$ cat src/design/kbd_pkg.sv
// ----------------------------------------------------------------------------
// kbd_pkg: shared types, constants and key tables for the scancode decoder
// Holds the set-1 key codes, command codes, the two key maps and the
// control structs passed between the decoder and the character queue.
// ----------------------------------------------------------------------------
package kbd_pkg;

  // Command codes of an input word
  localparam logic CMD_SCAN = 1'b0;
  localparam logic CMD_READ = 1'b1;

  // Set-1 scancode fields
  localparam int unsigned RELEASE_BIT = 7;
  localparam int unsigned KEY_W       = 7;
  localparam int unsigned CHAR_W      = 8;

  // Modifier and special keys (release bit stripped)
  localparam logic [KEY_W-1:0] KEY_LSHIFT = 7'h2A;
  localparam logic [KEY_W-1:0] KEY_RSHIFT = 7'h36;
  localparam logic [KEY_W-1:0] KEY_CTRL   = 7'h1D;
  localparam logic [KEY_W-1:0] KEY_ALT    = 7'h38;
  localparam logic [KEY_W-1:0] KEY_DEL    = 7'h53;

  localparam logic [CHAR_W-1:0] CHAR_NONE = 8'h00;
  localparam logic [CHAR_W-1:0] CHAR_DEL  = 8'h7F;

  // Per-word request from the decoder to the queue
  typedef struct packed {
    logic              step;    // an input word leaves the input register
    logic              push;    // write ch into the queue
    logic              pop;     // read one character
    logic [CHAR_W-1:0] ch;
    logic              reboot;
  } kbd_req_t;

  // Per-word outcome reported by the queue
  typedef struct packed {
    logic queued;
    logic dropped;
    logic popped;
  } kbd_stat_t;

  // Unshifted key map
  function automatic logic [CHAR_W-1:0] plain_map(input logic [KEY_W-1:0] key);
    logic [CHAR_W-1:0] ch;
    unique case (key)
      7'h01:   ch = 8'h1B;
      7'h02:   ch = "1";
      7'h03:   ch = "2";
      7'h04:   ch = "3";
      7'h05:   ch = "4";
      7'h06:   ch = "5";
      7'h07:   ch = "6";
      7'h08:   ch = "7";
      7'h09:   ch = "8";
      7'h0A:   ch = "9";
      7'h0B:   ch = "0";
      7'h0E:   ch = 8'h08;
      7'h0F:   ch = 8'h09;
      7'h10:   ch = "q";
      7'h11:   ch = "w";
      7'h12:   ch = "e";
      7'h13:   ch = "r";
      7'h14:   ch = "t";
      7'h15:   ch = "y";
      7'h16:   ch = "u";
      7'h17:   ch = "i";
      7'h18:   ch = "o";
      7'h19:   ch = "p";
      7'h1C:   ch = 8'h0A;
      7'h1E:   ch = "a";
      7'h1F:   ch = "s";
      7'h20:   ch = "d";
      7'h21:   ch = "f";
      7'h22:   ch = "g";
      7'h23:   ch = "h";
      7'h24:   ch = "j";
      7'h25:   ch = "k";
      7'h26:   ch = "l";
      7'h28:   ch = 8'h27;
      7'h2B:   ch = 8'h27;
      7'h2C:   ch = "z";
      7'h2D:   ch = "x";
      7'h2E:   ch = "c";
      7'h2F:   ch = "v";
      7'h30:   ch = "b";
      7'h31:   ch = "n";
      7'h32:   ch = "m";
      7'h33:   ch = ",";
      7'h34:   ch = ".";
      7'h35:   ch = "-";
      7'h39:   ch = " ";
      KEY_DEL: ch = CHAR_DEL;
      default: ch = CHAR_NONE;
    endcase
    return ch;
  endfunction

  // Shifted key map
  function automatic logic [CHAR_W-1:0] shift_map(input logic [KEY_W-1:0] key);
    logic [CHAR_W-1:0] ch;
    unique case (key)
      7'h01:   ch = 8'h1B;
      7'h02:   ch = "!";
      7'h03:   ch = 8'h22;
      7'h04:   ch = "#";
      7'h05:   ch = "$";
      7'h06:   ch = "%";
      7'h07:   ch = "&";
      7'h08:   ch = "/";
      7'h09:   ch = "(";
      7'h0A:   ch = ")";
      7'h0B:   ch = "=";
      7'h0E:   ch = 8'h08;
      7'h0F:   ch = 8'h09;
      7'h10:   ch = "Q";
      7'h11:   ch = "W";
      7'h12:   ch = "E";
      7'h13:   ch = "R";
      7'h14:   ch = "T";
      7'h15:   ch = "Y";
      7'h16:   ch = "U";
      7'h17:   ch = "I";
      7'h18:   ch = "O";
      7'h19:   ch = "P";
      7'h1C:   ch = 8'h0A;
      7'h1E:   ch = "A";
      7'h1F:   ch = "S";
      7'h20:   ch = "D";
      7'h21:   ch = "F";
      7'h22:   ch = "G";
      7'h23:   ch = "H";
      7'h24:   ch = "J";
      7'h25:   ch = "K";
      7'h26:   ch = "L";
      7'h28:   ch = 8'h27;
      7'h2B:   ch = 8'h27;
      7'h2C:   ch = "Z";
      7'h2D:   ch = "X";
      7'h2E:   ch = "C";
      7'h2F:   ch = "V";
      7'h30:   ch = "B";
      7'h31:   ch = "N";
      7'h32:   ch = "M";
      7'h33:   ch = ";";
      7'h34:   ch = ":";
      7'h35:   ch = "_";
      7'h39:   ch = " ";
      KEY_DEL: ch = CHAR_DEL;
      default: ch = CHAR_NONE;
    endcase
    return ch;
  endfunction

endpackage

$ cat src/design/kbd_in_if.sv
// ----------------------------------------------------------------------------
// kbd_in_if: input word channel of the scancode decoder
// Carries a command, a raw scancode and the halted flag with valid/ready.
// ----------------------------------------------------------------------------
interface kbd_in_if;
  logic       valid;
  logic       ready;
  logic       command;
  logic [7:0] scancode;
  logic       system_halted;

  modport source (output valid, command, scancode, system_halted, input ready);
  modport sink   (input valid, command, scancode, system_halted, output ready);
endinterface

$ cat src/design/kbd_out_if.sv
// ----------------------------------------------------------------------------
// kbd_out_if: result word channel of the scancode decoder
// Carries one result word per input word with valid/ready.
// ----------------------------------------------------------------------------
interface kbd_out_if #(
  parameter int unsigned LEVEL_W = 7
);
  logic               valid;
  logic               ready;
  logic               byte_valid;
  logic [7:0]         read_byte;
  logic               char_queued;
  logic               char_dropped;
  logic               reboot_request;
  logic [LEVEL_W-1:0] queue_level;

  modport source (output valid, byte_valid, read_byte, char_queued, char_dropped,
                  reboot_request, queue_level, input ready);
  modport sink   (input valid, byte_valid, read_byte, char_queued, char_dropped,
                  reboot_request, queue_level, output ready);
endinterface

$ cat src/design/kbd_decode.sv
// ----------------------------------------------------------------------------
// kbd_decode: modifier tracking and key mapping
// Holds the shift, ctrl and alt flags and turns the registered input word
// into a queue request and a reboot flag.
// ----------------------------------------------------------------------------
module kbd_decode
  import kbd_pkg::*;
(
  input  logic              clk,
  input  logic              rst_n,
  input  logic              step,
  input  logic              command,
  input  logic [7:0]        scancode,
  input  logic              system_halted,
  output kbd_req_t          req
);

  logic             shift_r, shift_nxt;
  logic             ctrl_r, ctrl_nxt;
  logic             alt_r, alt_nxt;
  logic [KEY_W-1:0] key;
  logic             press;
  logic             is_scan;
  logic             is_shift, is_ctrl, is_alt, is_mod;
  logic [CHAR_W-1:0] ch;

  // Split the scancode
  assign key      = scancode[KEY_W-1:0];
  assign press    = ~scancode[RELEASE_BIT];
  assign is_scan  = (command == CMD_SCAN);
  assign is_shift = (key == KEY_LSHIFT) || (key == KEY_RSHIFT);
  assign is_ctrl  = (key == KEY_CTRL);
  assign is_alt   = (key == KEY_ALT);
  assign is_mod   = is_shift | is_ctrl | is_alt;
  assign ch       = shift_r ? shift_map(key) : plain_map(key);

  // Update modifier flags on the word that leaves this cycle
  always_comb begin
    shift_nxt = shift_r;
    ctrl_nxt  = ctrl_r;
    alt_nxt   = alt_r;
    if (step && is_scan) begin
      if (is_shift) shift_nxt = press;
      if (is_ctrl)  ctrl_nxt  = press;
      if (is_alt)   alt_nxt   = press;
    end
  end

  always_ff @(posedge clk) begin
    if (!rst_n) begin
      shift_r <= 1'b0;
      ctrl_r  <= 1'b0;
      alt_r   <= 1'b0;
    end else begin
      shift_r <= shift_nxt;
      ctrl_r  <= ctrl_nxt;
      alt_r   <= alt_nxt;
    end
  end

  // Build the queue request
  always_comb begin
    req.step   = step;
    req.pop    = step && (command == CMD_READ);
    req.push   = step && is_scan && !is_mod && !system_halted && press &&
                 (ch != CHAR_NONE);
    req.ch     = ch;
    req.reboot = step && is_scan && !is_mod && (key == KEY_DEL) && ctrl_r && alt_r;
  end

endmodule

$ cat src/design/kbd_queue.sv
// ----------------------------------------------------------------------------
// kbd_queue: character FIFO
// Circular buffer with write and read pointers and a fill count; the read
// byte is registered and the fill count is the level reported downstream.
// ----------------------------------------------------------------------------
module kbd_queue
  import kbd_pkg::*;
#(
  parameter int unsigned QUEUE_DEPTH = 64
) (
  input  logic               clk,
  input  logic               rst_n,
  input  kbd_req_t           req,
  output kbd_stat_t          stat,
  output logic [CHAR_W-1:0]  rd_data,
  output logic [$clog2(QUEUE_DEPTH+1)-1:0] level
);

  localparam int unsigned PTR_W   = $clog2(QUEUE_DEPTH);
  localparam int unsigned LEVEL_W = $clog2(QUEUE_DEPTH + 1);
  localparam logic [PTR_W-1:0]   LAST_SLOT = PTR_W'(QUEUE_DEPTH - 1);
  localparam logic [LEVEL_W-1:0] FULL_LVL  = LEVEL_W'(QUEUE_DEPTH);

  logic [CHAR_W-1:0]  mem [QUEUE_DEPTH];
  logic [PTR_W-1:0]   wr_ptr_r, wr_ptr_nxt;
  logic [PTR_W-1:0]   rd_ptr_r, rd_ptr_nxt;
  logic [LEVEL_W-1:0] count_r, count_nxt;
  logic [CHAR_W-1:0]  rd_data_r;
  logic               full, empty;
  logic               push_ok, pop_ok;

  assign full    = (count_r == FULL_LVL);
  assign empty   = (count_r == '0);
  assign push_ok = req.push && !full;
  assign pop_ok  = req.pop && !empty;

  assign stat.queued  = push_ok;
  assign stat.dropped = req.push && full;
  assign stat.popped  = pop_ok;

  // Advance pointers with wrap at the last slot
  always_comb begin
    wr_ptr_nxt = wr_ptr_r;
    rd_ptr_nxt = rd_ptr_r;
    count_nxt  = count_r;
    if (push_ok) begin
      wr_ptr_nxt = (wr_ptr_r == LAST_SLOT) ? '0 : wr_ptr_r + 1'b1;
      count_nxt  = count_r + 1'b1;
    end
    if (pop_ok) begin
      rd_ptr_nxt = (rd_ptr_r == LAST_SLOT) ? '0 : rd_ptr_r + 1'b1;
      count_nxt  = count_r - 1'b1;
    end
  end

  always_ff @(posedge clk) begin
    if (!rst_n) begin
      wr_ptr_r <= '0;
      rd_ptr_r <= '0;
      count_r  <= '0;
    end else begin
      wr_ptr_r <= wr_ptr_nxt;
      rd_ptr_r <= rd_ptr_nxt;
      count_r  <= count_nxt;
    end
  end

  // Write storage
  always_ff @(posedge clk) begin
    if (push_ok) begin
      mem[wr_ptr_r] <= req.ch;
    end
  end

  // Register read data; zero when nothing is popped
  always_ff @(posedge clk) begin
    if (req.step) begin
      rd_data_r <= pop_ok ? mem[rd_ptr_r] : CHAR_NONE;
    end
  end

  assign rd_data = rd_data_r;
  assign level   = count_r;

  // Checks
  a_count_range: assert property (@(posedge clk) disable iff (!rst_n)
    count_r <= FULL_LVL)
    else $error("queue count above depth");

  a_push_pop_excl: assert property (@(posedge clk) disable iff (!rst_n)
    !(req.push && req.pop))
    else $error("push and pop requested together");

  a_count_inc: assert property (@(posedge clk) disable iff (!rst_n)
    push_ok |=> count_r == $past(count_r) + 1'b1)
    else $error("count did not grow on push");

  a_count_dec: assert property (@(posedge clk) disable iff (!rst_n)
    pop_ok |=> count_r == $past(count_r) - 1'b1)
    else $error("count did not shrink on pop");

  a_empty_ptrs: assert property (@(posedge clk) disable iff (!rst_n)
    empty |-> wr_ptr_r == rd_ptr_r)
    else $error("pointers differ on empty queue");

endmodule

$ cat src/design/keyboard_scancode_decoder.sv
// ----------------------------------------------------------------------------
// keyboard_scancode_decoder: set-1 scancodes to ASCII through a character FIFO
//
// in_ch carries one word per step: a scancode (command 0) or a read request
// (command 1). out_ch returns exactly one result word for every input word,
// in order. Words move on valid && ready at the rising edge of clk.
// An accepted word is held in the input register; the key map, modifier update
// and one FIFO access then land in the result register. Throughput is one
// word per cycle while out_ch.ready stays high; each word makes at most one
// write or one read of the character memory.
// in_ch.ready stays high while either register is empty or the result is taken,
// so a stalled receiver holds both registers and back-pressures the source
// after one extra word. queue_level reports the FIFO fill count after the
// step; its width is $clog2(QUEUE_DEPTH+1), so out_ch must be built with
// LEVEL_W set to match. Synchronous reset (rst_n low) clears the modifier
// flags, FIFO pointers and both valid bits; FIFO contents are not cleared.
// ----------------------------------------------------------------------------
module keyboard_scancode_decoder
  import kbd_pkg::*;
#(
  parameter int unsigned QUEUE_DEPTH = 64
) (
  input  logic        clk,
  input  logic        rst_n,
  kbd_in_if.sink      in_ch,
  kbd_out_if.source   out_ch
);

  localparam int unsigned LEVEL_W = $clog2(QUEUE_DEPTH + 1);

  logic               in_valid_r;
  logic               command_r;
  logic [7:0]         scancode_r;
  logic               halted_r;
  logic               out_valid_r;
  logic               byte_valid_r;
  logic               queued_r;
  logic               dropped_r;
  logic               reboot_r;
  logic               advance;
  logic               accept;
  kbd_req_t           req;
  kbd_stat_t          stat;
  logic [CHAR_W-1:0]  rd_data;
  logic [LEVEL_W-1:0] level;

  // Handshake
  assign advance     = !out_valid_r || out_ch.ready;
  assign in_ch.ready = !in_valid_r || advance;
  assign accept      = in_ch.valid && in_ch.ready;

  // Input register
  always_ff @(posedge clk) begin
    if (!rst_n) begin
      in_valid_r <= 1'b0;
    end else if (in_ch.ready) begin
      in_valid_r <= in_ch.valid;
    end
  end

  always_ff @(posedge clk) begin
    if (accept) begin
      command_r  <= in_ch.command;
      scancode_r <= in_ch.scancode;
      halted_r   <= in_ch.system_halted;
    end
  end

  kbd_decode u_decode (
    .clk           (clk),
    .rst_n         (rst_n),
    .step          (in_valid_r && advance),
    .command       (command_r),
    .scancode      (scancode_r),
    .system_halted (halted_r),
    .req           (req)
  );

  kbd_queue #(
    .QUEUE_DEPTH (QUEUE_DEPTH)
  ) u_queue (
    .clk     (clk),
    .rst_n   (rst_n),
    .req     (req),
    .stat    (stat),
    .rd_data (rd_data),
    .level   (level)
  );

  // Result register
  always_ff @(posedge clk) begin
    if (!rst_n) begin
      out_valid_r <= 1'b0;
    end else if (advance) begin
      out_valid_r <= in_valid_r;
    end
  end

  always_ff @(posedge clk) begin
    if (advance) begin
      byte_valid_r <= stat.popped;
      queued_r     <= stat.queued;
      dropped_r    <= stat.dropped;
      reboot_r     <= req.reboot;
    end
  end

  assign out_ch.valid          = out_valid_r;
  assign out_ch.byte_valid     = byte_valid_r;
  assign out_ch.read_byte      = rd_data;
  assign out_ch.char_queued    = queued_r;
  assign out_ch.char_dropped   = dropped_r;
  assign out_ch.reboot_request = reboot_r;
  assign out_ch.queue_level    = level;

endmodule

$ cat src/flat_wrapper.sv
// flat-port wrapper written by rule: the top's interface ports become plain ports
module keyboard_scancode_decoder_flat import kbd_pkg::*;
#(
  parameter int unsigned QUEUE_DEPTH = 64
)
  (clk, rst_n, in_ch_valid, in_ch_command, in_ch_scancode, in_ch_system_halted, in_ch_ready, out_ch_valid, out_ch_byte_valid, out_ch_read_byte, out_ch_char_queued, out_ch_char_dropped, out_ch_reboot_request, out_ch_queue_level, out_ch_ready);
  kbd_in_if in_ch_i ();
  kbd_out_if #(.LEVEL_W(($clog2(QUEUE_DEPTH + 1)))) out_ch_i ();
  input  logic clk;
  input  logic rst_n;
  input wire logic [$bits(in_ch_i.valid)-1:0] in_ch_valid;
  input wire logic [$bits(in_ch_i.command)-1:0] in_ch_command;
  input wire logic [$bits(in_ch_i.scancode)-1:0] in_ch_scancode;
  input wire logic [$bits(in_ch_i.system_halted)-1:0] in_ch_system_halted;
  output wire logic [$bits(in_ch_i.ready)-1:0] in_ch_ready;
  output wire logic [$bits(out_ch_i.valid)-1:0] out_ch_valid;
  output wire logic [$bits(out_ch_i.byte_valid)-1:0] out_ch_byte_valid;
  output wire logic [$bits(out_ch_i.read_byte)-1:0] out_ch_read_byte;
  output wire logic [$bits(out_ch_i.char_queued)-1:0] out_ch_char_queued;
  output wire logic [$bits(out_ch_i.char_dropped)-1:0] out_ch_char_dropped;
  output wire logic [$bits(out_ch_i.reboot_request)-1:0] out_ch_reboot_request;
  output wire logic [$bits(out_ch_i.queue_level)-1:0] out_ch_queue_level;
  input wire logic [$bits(out_ch_i.ready)-1:0] out_ch_ready;
  assign in_ch_i.valid = in_ch_valid;
  assign in_ch_i.command = in_ch_command;
  assign in_ch_i.scancode = in_ch_scancode;
  assign in_ch_i.system_halted = in_ch_system_halted;
  assign in_ch_ready = in_ch_i.ready;
  assign out_ch_valid = out_ch_i.valid;
  assign out_ch_byte_valid = out_ch_i.byte_valid;
  assign out_ch_read_byte = out_ch_i.read_byte;
  assign out_ch_char_queued = out_ch_i.char_queued;
  assign out_ch_char_dropped = out_ch_i.char_dropped;
  assign out_ch_reboot_request = out_ch_i.reboot_request;
  assign out_ch_queue_level = out_ch_i.queue_level;
  assign out_ch_i.ready = out_ch_ready;
  keyboard_scancode_decoder #(.QUEUE_DEPTH(QUEUE_DEPTH)) u_core (.clk(clk), .rst_n(rst_n), .in_ch(in_ch_i), .out_ch(out_ch_i));
endmodule
$ cat config.mk
export PLATFORM = sky130hd
export DESIGN_NAME = keyboard_scancode_decoder_flat
export DESIGN_NICKNAME = d
export VERILOG_FILES = /design/src/design/kbd_pkg.sv /design/src/design/kbd_in_if.sv /design/src/design/kbd_out_if.sv /design/src/design/kbd_decode.sv /design/src/design/kbd_queue.sv /design/src/design/keyboard_scancode_decoder.sv /design/src/flat_wrapper.sv
export SDC_FILE = /design/constraint.sdc
export NUM_CORES = 1
export LEC_CHECK = 0
export ABC_AREA = 1
export ABC_CLOCK_PERIOD_IN_PS = 3900
export BUFFER_PORTS_ARGS = -buffer_cell sky130_fd_sc_hd__buf_2
export CORE_MARGIN = 2
export CORE_UTILIZATION = 35
export DETAILED_ROUTE_END_ITERATION = 7
export PLACE_DENSITY_LB_ADDON = 0.2
export SLEW_MARGIN = 20
export SYNTH_ARGS = -nofsm -noshare
export SYNTH_HDL_FRONTEND = slang
export SYNTH_SLANG_ARGS = --single-unit
$ cat constraint.sdc
create_clock -name clk -period 3.9 [get_ports clk]
set_input_delay 0.195 -clock clk [delete_from_list [all_inputs] [get_ports clk]]
set_output_delay 0.195 -clock clk [all_outputs]
set_load 0.005 [all_outputs]
==> impl_metrics.csv <==
group,metric,value,unit
synthesis,synth_xor_xnor_area_share,0.2814,%
critical_path,crit_chain,"nand2_2, nand2_1, nor2_1, nand3_1, nor2_2, nand3_2, inv_4, nand4_2, nor2_1",
critical_path,worstPathMaxFanout,14,
route,drc,0,
critical_path,crit_path_frequent_cell,"nor2_1",
cells_and_area,fin_cells,2893,
floorplan,die_x,253.5,µm
power,leakage,8.650,nW
timing,max_slew_margin,37.96,%
global_routing,grt_pass1_vias,14740,
critical_path,path_class,"register to register",
synthesis,muxShareOfSynthArea,0.04594,%
route,num_vias,14830,
global_routing,grt_usage,18.36,%
timing,maxSlewViolCount,0,
synthesis,synth_area_leader_cell,"edfxtp_1",
clock_network,cts_tree,"built",
timing,fin_crit_sh,84.14,%
route,ant_nets,0,
clock_network,clock_latency,0.61,ns
route,vias_per_cell,5.126,
floorplan,start_util,35.37,%
synthesis,synth_edf_count,469,
outcome,status,"completed",
cells_and_area,drive_gt1_share,8.560,%
floorplan,die_y,253.5,µm
synthesis,synth_area_leaders,"edfxtp_1 (65%), nor2_1 (7.0%), nand2_1 (5.6%)",
timing,hold_slack,0.1635,ns
clock_network,cts_htree_levels,2,
clock_network,cts.path.max_buffers,3,
clock_network,cts_buffers,54,
global_routing,overflow,0,
placed_design,portBuffers,33,
synthesis,syn_area,21790,µm²
timing,rsz0062_at_grt,"no",
timing,fmax,0.3047,GHz
route,avgRoutedWirePerCell,20.38,µm
cells_and_area,final_area,24520,µm²
floorplan,io_pins,35,
synthesis,synth_nets,2025,
global_routing,antenna_found_initial,1,
synthesis,synth-main-ff-cell,"edfxtp_1",
cells_and_area,fillers,5960,
synthesis,syn_avg_cell_area,10.94,µm²
floorplan,fp.dieArea,64260,µm²
route,drtIter0Drc,1222,
placed_design,place_inst,2781,
synthesis,synth_compound_area_share,9.918,%
floorplan,row_count,91,
run,cap_violations,0,
synthesis,synth_simple_gate_area_share,16.78,%
placed_design,gp_congestion,0.8396,
placed_design,post-dp-hpwl,35540,µm
route,first_pass_iters,6,
min_path,hold_path_class,"input pin to register",
route,postRouteWirelength,58970,µm
global_routing,grt_max_degree,136,
synthesis,yosysSeqAreaShare,68.13,%
power,pwr_density_cell,480.6,nW/µm²
critical_path,critical_path_required,4.14,ns
timing,layout_min_cycle_time,3.281,ns
critical_path,crit_path_start_kind,"register",
critical_path,cp.arrival,3.52,ns
synthesis,synth_cell_types,45,
cells_and_area,nNetsFinal,2045,
placed_design,place_area,22750,µm²
timing,fin_worst_skew,0.02673,ns
cells_and_area,syn_to_final_growth,12.53,%
floorplan,core,61600,µm²
critical_path,cp-end-kind,"register",
synthesis,synth_top_cell_area_share,64.64,%
timing,setup_viol,0,
placed_design,post-place-ws,0.5910,ns
synthesis,async_reset_ff_share,0,%
synthesis,synthCells,1992,
synthesis,ys_warn_count,0,
clock_network,ctsResizeCount,0,
synthesis,synth_fa_ha_area_share,1.126,%
timing,setup_tns,0,ns
clock_network,clk_pin_slew_worst_paths,0.06,ns
timing,finalHoldViolations,0,
synthesis,synth_top_family_by_area,"simple AND/OR/NAND/NOR gates",
timing,tightest_slew,0.9305,ns
clock_network,clockRootBuffer,"clkbuf_16",
global_routing,grt_pass1_wl,88870,µm
timing,worst_slack,0.6186,ns
power,peakVddDrop,354.1,µV
synthesis,ys_seq_elements,507,
critical_path,max_stage_delay,0.72,ns
cells_and_area,n_antenna_cell,0,
clock_network,cts_sinks,507,
critical_path,slowest_stage,"nor2_1",
==> metal layers <==
| layer | vias to the layer above | track usage [%] | share of wire (%) |
|---|---|---|---|
| li1 | 7045 | - | - |
| met1 | 7254 | 25.54 | 45 |
| met2 | 450 | 29.80 | 46 |
| met3 | 79 | 3.114 | 6.7 |
| met4 | 2 | 4.666 | 2.2 |
| met5 | - | 0 | 0.020 |
==> synth_stat cells (4+ instances only) <==
library cell / count
inv_1: 63
o22ai_1: 35
nand4_1: 5
xor2_1: 6
nor2_1: 406
nand3_1: 111
clkbuf_1: 45
a31oi_1: 4
o21ai_0: 241
buf_4: 10
o211ai_1: 56
dfxtp_1: 38
clkinv_1: 4
nor3_1: 10
nand2_1: 327
ha_1: 18
buf_2: 46
nand4_2: 4
edfxtp_1: 469
nand2_2: 7
a21oi_1: 42
inv_2: 7
o21ai_1: 5
==> through the flow <==
step | utilization [%] | total power [mW]
5_1_grt | 39.80 | 12.18
6_report | 39.80 | 11.78
4_1_cts | 39.80 | 11.90
3_3_place_gp | 36.94 | 7.104
2_1_floorplan | - | 6.751
3_5_place_dp | 36.94 | 7.099
==> placed cells by master, fill, tap and decap left out, drive strengths merged <==
master       netlist  routed
xor2               6       6
ha                18      18
a31oi              4       4
nor4               1       1
edfxtp           469     469
o21bai             1       1
nor3b              2       2
nand3            113     113
nand4             11      11
mux2i              1       1
o21ai            248     248
dlygate4sd3        0      12
bufinv             0       2
nor3              10      10
fa                 1       1
clkinv             4      35
o21a               2       2
o211ai            56      56
nand2            334     334
inv               72      71
dfxtp             38      38
and2               1       1
xnor2              1       1
conb               1       1
or2                4       4
nor2             410     410
nand3b             1       1
buf               61      58
o22ai             35      35
a21oi             42      42
clkbuf            45      68
==> where the power goes <==
part,leakage [nW],switching [mW],internal [mW]
logic,3.22,0.659,0.205
registers,4.61,0.0346,6.09
clock network,0.817,2.09,2.71
==> final cells by class <==
class / count / area (µm²) / area share (%)
multi-input cells: 1303 / 6155 / 25.10
inverters: 76 / 296.5 / 1.210
well taps: 837 / 1047 / 4.272
flip-flops and latches: 507 / 14850 / 60.58
repair buffers: 70 / 523.0 / 2.133
clock inverters: 32 / 217.7 / 0.8880
clock buffers: 68 / 1425 / 5.813
==> path summary, 6_finish.rpt <==
kind                                    start                                   to  slack, ns  depth (start not counted)
max          u_core.out_ch.valid$_SDFFE_PN0P_  u_core.u_queue.mem[20][2]$_DFFE_PP_       0.62                          9
min                               in_ch_valid       u_core.in_valid_r$_SDFFE_PN0N_       0.16                          3
max reg2reg  u_core.out_ch.valid$_SDFFE_PN0P_  u_core.u_queue.mem[20][2]$_DFFE_PP_       0.62                          9
min reg2reg    u_core.scancode_r[7]$_DFFE_PN_   u_core.u_decode.alt_r$_SDFFE_PN0P_       0.52                          1
==> worst max-delay path, delay by kind of cell, from the launching register on <==
family	cells	cell delay, ns
flops	1	0.35
buf+inv	1	0.28
simple gates	8	2.29
==> kinds of logic (layout without fill, tap and decap cells) <==
family          count (synthesis)  in the layout
xor+xnor                        7              7
buf+inv                       182            246
simple gates                  887            887
other cells                     1              1
compound gates                388            388
flops                         507            507
mux                             1              1
fa+ha+maj                      19             19
==> flip-flops by register name, summed over array words and instances (netlist names), 6 cells and up, named ones only <==
register and flops:
u_core.u_queue.wr_ptr_r 6, u_core.u_queue.level 7, u_core.scancode_r 8, u_core.u_queue.rd_ptr_r 6
u_core.u_queue.mem 448, u_core.u_queue.rd_data 7
==> what timing repair did <==
item                                   4_1_cts  5_1_grt
hold buffers                                12        0
endpoints found under the hold margin       18        0
buffers inserted                             0        0
Note: power is estimated with default switching activity, not from simulation.
